File: config.mk
export PLATFORM = sky130hd
export DESIGN_NAME = fru_type_length_string_decoder_core
export DESIGN_NICKNAME = d
export VERILOG_FILES = /design/src/hdl/frutl_pkg.sv /design/src/hdl/fru_type_length_string_decoder_core.sv
export SDC_FILE = /design/constraint.sdc
export NUM_CORES = 1
export LEC_CHECK = 0
export BUFFER_PORTS_ARGS = -buffer_cell sky130_fd_sc_hd__buf_2
export CAP_MARGIN = 10
export CELL_PAD_IN_SITES_DETAIL_PLACEMENT = 1
export CELL_PAD_IN_SITES_GLOBAL_PLACEMENT = 1
export CORE_MARGIN = 2
export CORE_UTILIZATION = 52
export CTS_CLUSTER_DIAMETER = 60
export DETAILED_ROUTE_END_ITERATION = 6
export GPL_TIMING_DRIVEN = 0
export HOLD_SLACK_MARGIN = 0.06
export PLACE_DENSITY = 0.83
export RECOVER_POWER = 50
export SLEW_MARGIN = 25
export SYNTH_ARGS = -nofsm -noshare
export SYNTH_HDL_FRONTEND = slang
export SYNTH_SLANG_ARGS = --single-unit
File: constraint.sdc
create_clock -name i_clk -period 6.83 [get_ports i_clk]
set_input_delay 1.366 -clock i_clk [delete_from_list [all_inputs] [get_ports i_clk]]
set_output_delay 1.366 -clock i_clk [all_outputs]
set_load 0.02 [all_outputs]
File: src/hdl/frutl_pkg.sv
// Shared types, constants and character helpers for the FRU type/length decoder.
`default_nettype none

package frutl_pkg;

    localparam int DataWidth  = 8;
    localparam int KindWidth  = 2;
    localparam int LenWidth   = 6;
    localparam int CarryWidth = 4;
    localparam int CcntWidth  = 3;

    // Result queue depth and the pointer/count widths that follow from it
    localparam int QueueDepth = 4;
    localparam int PtrWidth   = $clog2(QueueDepth);
    localparam int CntWidth   = $clog2(QueueDepth + 1);

    // Header byte fields
    localparam logic [DataWidth-1:0] HdrKindMask = 8'hC0;
    localparam logic [DataWidth-1:0] HdrLenMask  = 8'h3F;

    // Field type codes
    typedef enum logic [KindWidth-1:0] {
        KIND_BINARY = 2'd0,
        KIND_BCD    = 2'd1,
        KIND_SIX    = 2'd2,
        KIND_ASCII8 = 2'd3
    } t_kind;

    // Packed-ASCII carry counts
    localparam logic [CcntWidth-1:0] CarryNone = 3'd0;
    localparam logic [CcntWidth-1:0] CarryTwo  = 3'd2;
    localparam logic [CcntWidth-1:0] CarryFour = 3'd4;

    // Printable range and character codes
    localparam logic [DataWidth-1:0] CharSpace = 8'h20;
    localparam logic [DataWidth-1:0] CharTilde = 8'h7E;
    localparam logic [DataWidth-1:0] CharZero  = 8'h30;
    localparam logic [DataWidth-1:0] CharDash  = 8'h2D;
    localparam logic [DataWidth-1:0] CharDot   = 8'h2E;
    localparam logic [DataWidth-1:0] CharNul   = 8'h00;

    // BCD-plus codes above the digits
    localparam logic [DataWidth-1:0] BcdSpace = 8'h0A;
    localparam logic [DataWidth-1:0] BcdDash  = 8'h0B;
    localparam logic [DataWidth-1:0] BcdDot   = 8'h0C;

    typedef struct packed {
        logic [DataWidth-1:0] character;
        logic                 char_valid;
        logic                 field_done;
        logic                 illegal_char;
        logic [KindWidth-1:0] field_kind;
    } t_result;

    // Map one BCD-plus byte to its character, NUL for unused codes
    function automatic logic [DataWidth-1:0] bcd_plus(input logic [DataWidth-1:0] b);
        logic [DataWidth-1:0] ch;
        begin
            if (b < BcdSpace) begin
                ch = b + CharZero;
            end else if (b == BcdSpace) begin
                ch = CharSpace;
            end else if (b == BcdDash) begin
                ch = CharDash;
            end else if (b == BcdDot) begin
                ch = CharDot;
            end else begin
                ch = CharNul;
            end
            return ch;
        end
    endfunction

    // Build one result and flag characters outside the printable range
    function automatic t_result make_result(input logic [DataWidth-1:0] ch,
                                            input logic valid,
                                            input logic done,
                                            input logic [KindWidth-1:0] kind);
        t_result r;
        begin
            r.character    = ch;
            r.char_valid   = valid;
            r.field_done   = done;
            r.illegal_char = (ch != CharNul) && ((ch < CharSpace) || (ch > CharTilde));
            r.field_kind   = kind;
            return r;
        end
    endfunction

endpackage

`default_nettype wire

File: src/hdl/fru_type_length_string_decoder_core.sv
// Top level: FRU type/length field decoder with a four-entry result queue.
`default_nettype none

// Takes one FRU area byte per beat and returns decoded characters, one result beat per
// cycle while i_ready is high. A byte is accepted in every cycle while the result queue
// has room for two results; it is decoded in the same cycle and its results are written
// to the queue, from which they reach the output in order behind earlier results.
// Header bytes with a non-zero length give no result, binary, BCD-plus and 8-bit field
// bytes give one, and six-bit packed bytes give one or two (two for the third byte of
// every group of three). The single output port sets the sustained rate, so a run of
// six-bit packed bytes, four results per three bytes, is taken in more slowly than its
// results leave. A zero-length field gives one result, char_valid low, field_done high.
module fru_type_length_string_decoder_core (
    input  wire                              i_clk,
    input  wire                              i_rst_n,
    input  wire                              i_valid,
    output logic                             o_ready,
    input  wire  [frutl_pkg::DataWidth-1:0]  i_data_byte,
    output logic                             o_valid,
    input  wire                              i_ready,
    output logic [frutl_pkg::DataWidth-1:0]  o_character,
    output logic                             o_char_valid,
    output logic                             o_field_done,
    output logic                             o_illegal_char,
    output logic [frutl_pkg::KindWidth-1:0]  o_field_kind
);
    import frutl_pkg::*;

    // Decoder state
    logic                  r_expect_header, n_expect_header;
    logic [KindWidth-1:0]  r_current_kind,  n_current_kind;
    logic [LenWidth-1:0]   r_bytes_left,    n_bytes_left;
    logic [CarryWidth-1:0] r_carry_bits,    n_carry_bits;
    logic [CcntWidth-1:0]  r_carry_count,   n_carry_count;

    // Result queue
    t_result               r_queue [QueueDepth];
    logic [PtrWidth-1:0]   r_wr_ptr, n_wr_ptr;
    logic [PtrWidth-1:0]   r_rd_ptr, n_rd_ptr;
    logic [CntWidth-1:0]   r_count,  n_count;

    logic                  in_beat;
    logic                  out_beat;
    logic [1:0]            wr_num;
    t_result               res0;
    t_result               res1;

    logic                  is_header;
    logic [KindWidth-1:0]  hdr_kind;
    logic [LenWidth-1:0]   hdr_len;
    logic                  last_byte;
    logic [5:0]            six0;
    logic [5:0]            six1;
    logic [LenWidth-1:0]   left_dec;

    assign o_ready  = (r_count <= CntWidth'(QueueDepth - 2));
    assign in_beat  = i_valid && o_ready;
    assign o_valid  = (r_count != '0);
    assign out_beat = o_valid && i_ready;

    assign o_character    = r_queue[r_rd_ptr].character;
    assign o_char_valid   = r_queue[r_rd_ptr].char_valid;
    assign o_field_done   = r_queue[r_rd_ptr].field_done;
    assign o_illegal_char = r_queue[r_rd_ptr].illegal_char;
    assign o_field_kind   = r_queue[r_rd_ptr].field_kind;

    assign is_header = r_expect_header || (r_bytes_left == '0);
    assign hdr_kind  = KindWidth'((i_data_byte & HdrKindMask) >> 6);
    assign hdr_len   = LenWidth'(i_data_byte & HdrLenMask);
    assign last_byte = (r_bytes_left == LenWidth'(1));
    assign left_dec  = r_bytes_left - LenWidth'(1);

    // Decode the incoming byte against the current field state
    always_comb begin
        n_expect_header = r_expect_header;
        n_current_kind  = r_current_kind;
        n_bytes_left    = r_bytes_left;
        n_carry_bits    = r_carry_bits;
        n_carry_count   = r_carry_count;
        wr_num          = 2'd0;
        res0            = '0;
        res1            = '0;
        six0            = '0;
        six1            = '0;

        if (is_header) begin
            n_current_kind = hdr_kind;
            n_carry_bits   = '0;
            n_carry_count  = CarryNone;
            if (hdr_len == '0) begin
                n_expect_header = 1'b1;
                n_bytes_left    = '0;
                res0            = make_result(CharNul, 1'b0, 1'b1, hdr_kind);
                wr_num          = 2'd1;
            end else begin
                n_expect_header = 1'b0;
                n_bytes_left    = hdr_len;
            end
        end else begin
            unique case (r_current_kind)
                KIND_BCD: begin
                    res0   = make_result(bcd_plus(i_data_byte), 1'b1, last_byte,
                                         r_current_kind);
                    wr_num = 2'd1;
                end
                KIND_SIX: begin
                    priority if (r_carry_count == CarryTwo) begin
                        six0          = {i_data_byte[3:0], r_carry_bits[1:0]};
                        res0          = make_result({2'b00, six0} + CharSpace, 1'b1,
                                                    last_byte, r_current_kind);
                        n_carry_bits  = i_data_byte[7:4];
                        n_carry_count = CarryFour;
                        wr_num        = 2'd1;
                    end else if (r_carry_count == CarryFour) begin
                        six0          = {i_data_byte[1:0], r_carry_bits};
                        six1          = i_data_byte[7:2];
                        res0          = make_result({2'b00, six0} + CharSpace, 1'b1, 1'b0,
                                                    r_current_kind);
                        res1          = make_result({2'b00, six1} + CharSpace, 1'b1,
                                                    last_byte, r_current_kind);
                        n_carry_bits  = '0;
                        n_carry_count = CarryNone;
                        wr_num        = 2'd2;
                    end else begin
                        six0          = i_data_byte[5:0];
                        res0          = make_result({2'b00, six0} + CharSpace, 1'b1,
                                                    last_byte, r_current_kind);
                        n_carry_bits  = {2'b00, i_data_byte[7:6]};
                        n_carry_count = CarryTwo;
                        wr_num        = 2'd1;
                    end
                end
                default: begin
                    res0   = make_result(i_data_byte, 1'b1, last_byte, r_current_kind);
                    wr_num = 2'd1;
                end
            endcase
            n_bytes_left = left_dec;
            if (left_dec == '0) begin
                n_expect_header = 1'b1;
                n_carry_bits    = '0;
                n_carry_count   = CarryNone;
            end
        end
    end

    // Advance the decoder state on each accepted beat
    always_ff @(posedge i_clk) begin
        if (!i_rst_n) begin
            r_expect_header <= 1'b1;
            r_current_kind  <= '0;
            r_bytes_left    <= '0;
            r_carry_bits    <= '0;
            r_carry_count   <= CarryNone;
        end else if (in_beat) begin
            r_expect_header <= n_expect_header;
            r_current_kind  <= n_current_kind;
            r_bytes_left    <= n_bytes_left;
            r_carry_bits    <= n_carry_bits;
            r_carry_count   <= n_carry_count;
        end
    end

    // Queue pointers and fill count
    always_comb begin
        n_wr_ptr = r_wr_ptr;
        n_rd_ptr = r_rd_ptr;
        n_count  = r_count;
        if (in_beat) begin
            n_wr_ptr = r_wr_ptr + PtrWidth'(wr_num);
            n_count  = n_count + CntWidth'(wr_num);
        end
        if (out_beat) begin
            n_rd_ptr = r_rd_ptr + PtrWidth'(1);
            n_count  = n_count - CntWidth'(1);
        end
    end

    always_ff @(posedge i_clk) begin
        if (!i_rst_n) begin
            r_wr_ptr <= '0;
            r_rd_ptr <= '0;
            r_count  <= '0;
        end else begin
            r_wr_ptr <= n_wr_ptr;
            r_rd_ptr <= n_rd_ptr;
            r_count  <= n_count;
        end
    end

    // Write up to two results per beat into the queue
    always_ff @(posedge i_clk) begin
        if (in_beat && (wr_num != 2'd0)) begin
            r_queue[r_wr_ptr] <= res0;
        end
        if (in_beat && (wr_num == 2'd2)) begin
            r_queue[r_wr_ptr + PtrWidth'(1)] <= res1;
        end
    end

`ifndef SYNTHESIS
    // Queue never overfills
    a_count_bound: assert property (@(posedge i_clk) disable iff (!i_rst_n)
        r_count <= CntWidth'(QueueDepth))
        else $error("result queue overfilled");

    // A beat that writes results makes the output valid in the next cycle
    a_result_follows: assert property (@(posedge i_clk) disable iff (!i_rst_n)
        (in_beat && (wr_num != 2'd0)) |=> o_valid)
        else $error("decoded result did not reach the output");

    // An empty-field result is always the end of its field, with no character
    a_empty_field: assert property (@(posedge i_clk) disable iff (!i_rst_n)
        (o_valid && !o_char_valid) |-> (o_field_done && (o_character == CharNul)
                                        && !o_illegal_char))
        else $error("malformed empty-field result");

    // The two-result case only arises for six-bit fields with four carried bits
    a_two_results: assert property (@(posedge i_clk) disable iff (!i_rst_n)
        (in_beat && (wr_num == 2'd2)) |-> ((r_current_kind == KIND_SIX)
                                           && (r_carry_count == CarryFour)))
        else $error("unexpected double result");
`endif

endmodule

`default_nettype wire

Yosys cells after proc, flatten, opt, wreduce, memory -nomap -nowiden
Memory sizes are Yosys's and may differ from the RTL's. A register that Yosys moved wholly into a read port is not among the register bits.
Index checks and enable logic that the tools add are counted.
- $add $sub $neg: 11
- bitwise gates (word level): 0
- multipliers: 0
- shifts and indexed selects: 0
- order comparisons: 14
- reduce and logical (&&, ||, !) cells: 33
- equal/unequal tests: 9
- div/mod/pow operators: 0
- muxes and demuxes: 43
- operators by type and width (operator ; number):
    2-to-1 mux 12 bit ; 5
    nonzero test 8 bit ; 6
    2-to-1 mux 6 bit ; 5
    adder 6 x 6 -> 7 bit (second input constant) ; 4
    greater-than comparator 7 bit (second input constant) ; 4
    < comparator 7 x 6 -> 1 bit (second input constant) ; 4
    2-to-1 mux 13 bit ; 2
    one-hot mux 13 bit (2 select lines) ; 1
    equality test 8 x 4 -> 1 bit (second input constant) ; 3
    2-to-1 mux 8 bit ; 3
    2-to-1 mux 4 bit ; 5
    zero test 6 bit ; 3
    2-to-1 mux 3 bit ; 6
    greater-than comparator 8 x 7 -> 1 bit (second input constant) ; 2
    < comparator 8 x 6 -> 1 bit (second input constant) ; 2
    2-to-1 mux 2 bit ; 8
    logical AND 1 bit ; 10
    adder 8 x 6 -> 8 bit (second input constant) ; 1
    < comparator 8 x 4 -> 1 bit (second input constant) ; 1
    2-to-1 mux 1 bit ; 8
    logical OR 1 bit ; 7
    equality test 6 x 1 -> 1 bit (second input constant) ; 1
    AND reduction 2 bit ; 3
    nonzero test 3 bit ; 2
    11 further kinds ; 14
- output and inout port bits: 15
- bits in registers: 23
- memory bits (read-only): 0
- RAM bits: 52
- bits in latches: 0
- input bits: 12
- word-level logic and storage cells: 119
- memories kept: 1
- memory list (name ; depth ; width ; rd ports ; clocked after Yosys merged registers in ; write ports ; line ; source):
    r_queue ; 4 ; 13 ; 1 ; 1 ; 2 ; fru_type_length_string_decoder_core.sv:37 ; t_result r_queue [QueueDepth];

Depth between registers and ports, before layout
- depth in word-level cells: 12
- depth in mapped cells: 13
- mapped depth without buffers: 12

Least setup slack after synthesis
Ideal clock, no wire load.
- path kind: in2reg
- from: input i_data_byte[5] in the netlist's numbering
- to: register r_count[1]
- path buffers: 1
- data required time: 6.714 ns
- library setup time: 0.116 ns
- data arrival time: 3.505 ns
- cell stages on the path: 12
- slack: 3.209 ns
- cell sequence: clkbuf_1 inv_1 ha_1 and2_1 nor2_1 nor2_1 ha_1 fa_1 mux2i_1 ha_1 nand2_1 and3_1
- longest elaborated chain between the ends: 7
- RTL lines (item ; line ; source):
    start, declared ; fru_type_length_string_decoder_core.sv:18 ; input wire [frutl_pkg::DataWidth-1:0] i_data_byte,
    zero test 6 bit * ; fru_type_length_string_decoder_core.sv:90 ; if (hdr_len == '0) begin
    2-to-1 mux 1 bit * ; fru_type_length_string_decoder_core.sv:90 ;
    2-to-1 mux 2 bit * ; fru_type_length_string_decoder_core.sv:86 ; if (is_header) begin
    adder 3 x 2 -> 3 bit * ; fru_type_length_string_decoder_core.sv:171 ; n_count = n_count + CntWidth'(wr_num);
    2-to-1 mux 3 bit * ; fru_type_length_string_decoder_core.sv:169 ; if (in_beat) begin
    subtractor 3 x 1 -> 3 bit ; fru_type_length_string_decoder_core.sv:175 ; n_count = n_count - CntWidth'(1);
    2-to-1 mux 3 bit * ; fru_type_length_string_decoder_core.sv:173 ; if (out_beat) begin
    end signal, assigned ; fru_type_length_string_decoder_core.sv:187 ; r_count <= n_count;
    end, declared ; fru_type_length_string_decoder_core.sv:40 ; logic [CntWidth-1:0] r_count, n_count;
Mark *: on every way between the ends. The rest lies on a longest branch, timed or not.
A chain may end at the register's enable or synchronous reset.

Worst setup path in the final report
- from: input i_data_byte[0] in the netlist's numbering
- to: register r_count[2]
The elaborated chain is that of the path after synthesis.

==> flow_metrics.env <==
export IMPL_status="finished clean"
export IMPL_crit_top_cell="nor2_1"
export IMPL_routed_wl_mm=13.9
export IMPL_wl_met3_um=884
export IMPL_viasPerCell=6.79
export IMPL_start_kind="input pin"
export IMPL_most_common_layout_cells="58 x nand2_1, 48 x edfxtp_1, 33 x o22ai_1"
export IMPL_top_layer="met4"
export IMPL_final_common_cell="nand2_1"
export IMPL_cts_max_level=3
export IMPL_yosysUniqueCellTypes=70
export IMPL_hold_path_class="reg -> reg"
export IMPL_slowest_delay_ns=0.70
export IMPL_critical_path_class="in -> reg"
export IMPL_grt_usage_pct=29.6
export IMPL_dieArea_um2=9560
export IMPL_syn_nets=478
export IMPL_netlist_area_um2=4570
export IMPL_synthTopCellsByArea="edfxtp_1 32%, dfxtp_1 12%, mux4_2 6.4%"
export IMPL_worstSkewPairLatency_ns=0.36
export IMPL_cap_violations=0
export IMPL_synth_top_area_share_pct=31.5
export IMPL_ir_drop_mv=0.128
export IMPL_power_per_cell_area_nw_per_um2=296
export IMPL_crit_fanout=10
export IMPL_cts_root_buf="clkbuf_8"
export IMPL_wl_met2_mm=7.00
export IMPL_fill_cells=995
export IMPL_ys_warn_count=0
export IMPL_crit_buf_inv=1
export IMPL_crit_path_top_delay_cell="nor4_1"
export IMPL_final_cell_area_um2=4990
export IMPL_worstPathRequired_ns=7.07
export IMPL_grt_pass1_vias=4222
export IMPL_syn_mean_instance_area_um2=10.1
export IMPL_fmaxAchievable_ghz=0.251
export IMPL_synthFlopType="edfxtp_1"
export IMPL_syn_inst=451
export IMPL_cts_reportedPaths_clkPinSlew_ns=0.09
export IMPL_cp_cell_sequence="clkbuf_1, nor4_1, and2_0, nor2_1, nor2_1, ha_1, fa_1, mux2i_1, ha_1, nand2_1, xnor2_1, nor2_1"
export IMPL_synth_top_area_cell="edfxtp_1"
export IMPL_ant_nets=0
export IMPL_dp_cells=583
export IMPL_antenna_found_initial=0
export IMPL_placed_cell_area_um2=4830
export IMPL_hpwl_mm=9.98
export IMPL_synth_seq_area_share_pct=43.8
export IMPL_fin_skew_ns=0.0108
export IMPL_async_reset_ff_share_pct=0
export IMPL_wl_met1_mm=5.48
export IMPL_synth_enable_flop_cells=48
export IMPL_coreArea_um2=8640
export IMPL_first_pass_iters=5
export IMPL_cts_resized=0
export IMPL_ys_ff_latch=76
export IMPL_fin_tns_setup_ns=0
export IMPL_nNetsFinal=513
export IMPL_drive_above_1_share_pct=13.2
export IMPL_rsz0062_at_grt="false"
export IMPL_syn2layout_area_growth_pct=9.17
export IMPL_fin_cells=599
export IMPL_cts_tree="built"
export IMPL_post_route_util_pct=57.8
export IMPL_drt_iter0_markers=213
export IMPL_setup_viol=0
export IMPL_slew_headroom_pct=15.8
export IMPL_cp_end_kind="flip-flop"
export IMPL_drv_slew=0
export IMPL_clock_sinks=76
export IMPL_routabilityCongestion=0.910
export IMPL_port_buffer_count=24
export IMPL_cts_setup_buffers=0
export IMPL_critPathArrivalTime_ns=4.23
export IMPL_overflow=0
export IMPL_antenna_cells=0
export IMPL_die_h_um=97.8
export IMPL_vias=4066
export IMPL_ioPinCount=27
export IMPL_totalPowerFinal_mw=1.48
export IMPL_numCtsBuffers=9
export IMPL_finalCriticalPeriod_ns=3.99
export IMPL_clockBufferDepth=2
export IMPL_critPathTopFamily="simple AND/OR/NAND/NOR gates"
export IMPL_start_util_pct=52.9
export IMPL_hold_viol=0
export IMPL_grt_pass1_wl_mm=22.4
export IMPL_grt_max_degree=16
export IMPL_hold_buffers=0
export IMPL_cellLeakagePower_nw=1.67
export IMPL_finalCritPeriodShare_pct=58.4
export IMPL_wl_per_cell_um=23.2
export IMPL_die_w_um=97.8
export IMPL_route_detailed_drc=0
export IMPL_num_rows=34
export IMPL_tightest_slew_ns=1.25
==> state kept, by name (all words and copies together), names as in the netlist, named ones only <==
signal and cells:
r_expect_header 1, r_wr_ptr 2, r_queue 52, r_bytes_left 6, r_carry_bits 4, r_current_kind 2
r_carry_count 2, r_count 3, r_rd_ptr 2
==> metal layers <==
| layer | vias up | track usage, % |
|---|---|---|
| li1 | 1806 | - |
| met1 | 1999 | 36.6 |
| met2 | 204 | 51.0 |
| met3 | 57 | 4.29 |
| met4 | 0 | 14.5 |
| met5 | - | 0 |
==> power breakdown <==
group	internal (mW)	leakage, nW	switching (mW)
Sequential	0.532	0.657	0.0419
Clock	0.175	0.0988	0.200
Combinational	0.194	0.917	0.334
Total	0.901	1.67	0.576
==> worst paths after layout <==
path,from,to,slack [ns],cells after the start
min reg2reg,r_carry_bits[3],r_carry_bits[3],0.48,2
max,i_data_byte[0],r_count[2],2.84,12
min,r_carry_bits[3],r_carry_bits[3],0.48,2
max reg2reg,r_bytes_left[0],r_queue[3][5],3.83,7
==> stage by stage <==
step | hold WS [ns] | setup slack, ns
finish | 0.481 | 2.84
global route | 0.517 | 2.70
CTS | 0.485 | 2.94
detailed placement | 0.473 | 2.57
global placement | 0.453 | 2.48
floorplan | 0.434 | 3.21
==> cells by family (layout without fill, tap and decap cells) <==
logic type / count (synthesis) / after routing / share of synthesized area, %
flip-flops: 76 / 76 / 43.8
XOR/XNOR: 5 / 5 / 0.958
buffers and inverters: 48 / 88 / 4.49
multiplexers: 24 / 24 / 8.84
AO/OA/AOI/OAI: 134 / 134 / 20.6
AND/OR/NAND/NOR: 149 / 149 / 17.0
adder cells (fa/ha/maj): 15 / 15 / 4.27
==> worst register-to-register path: cells and delay by family (launching register included) <==
family / cells / cell delay (ns)
fa+ha+maj: 1 / 0.27
flops: 1 / 0.48
buf+inv: 2 / 0.30
mux: 1 / 0.29
compound gates: 2 / 0.63
simple gates: 1 / 0.66
==> synthesized netlist by cell type, drive strengths merged (4+ instances only) <==
library cell,n
nand2b,7
o21ai,18
nand3,5
clkbuf,17
nand2,58
nor4,4
edfxtp,48
dfxtp,28
a31oi,7
nor2,32
nor3,9
buf,13
a32o,9
o32ai,4
a21oi,29
a221oi,4
nand4,6
or3,4
inv,17
xnor2,4
and2,7
mux4,13
o22ai,33
mux2i,10
ha,14
==> layout make-up <==
type	count	area (um2)	share of cell area (%)
sequential	76	2000	40.1
clock inverter	7	82.6	1.65
tap	108	135	2.71
multi-input combinational	327	2330	46.8
timing repair buffer	24	108	2.16
buffer	30	136	2.73
inverter	18	67.6	1.35
clock buffer	9	124	2.48
Power figures use the tool's default switching activity.
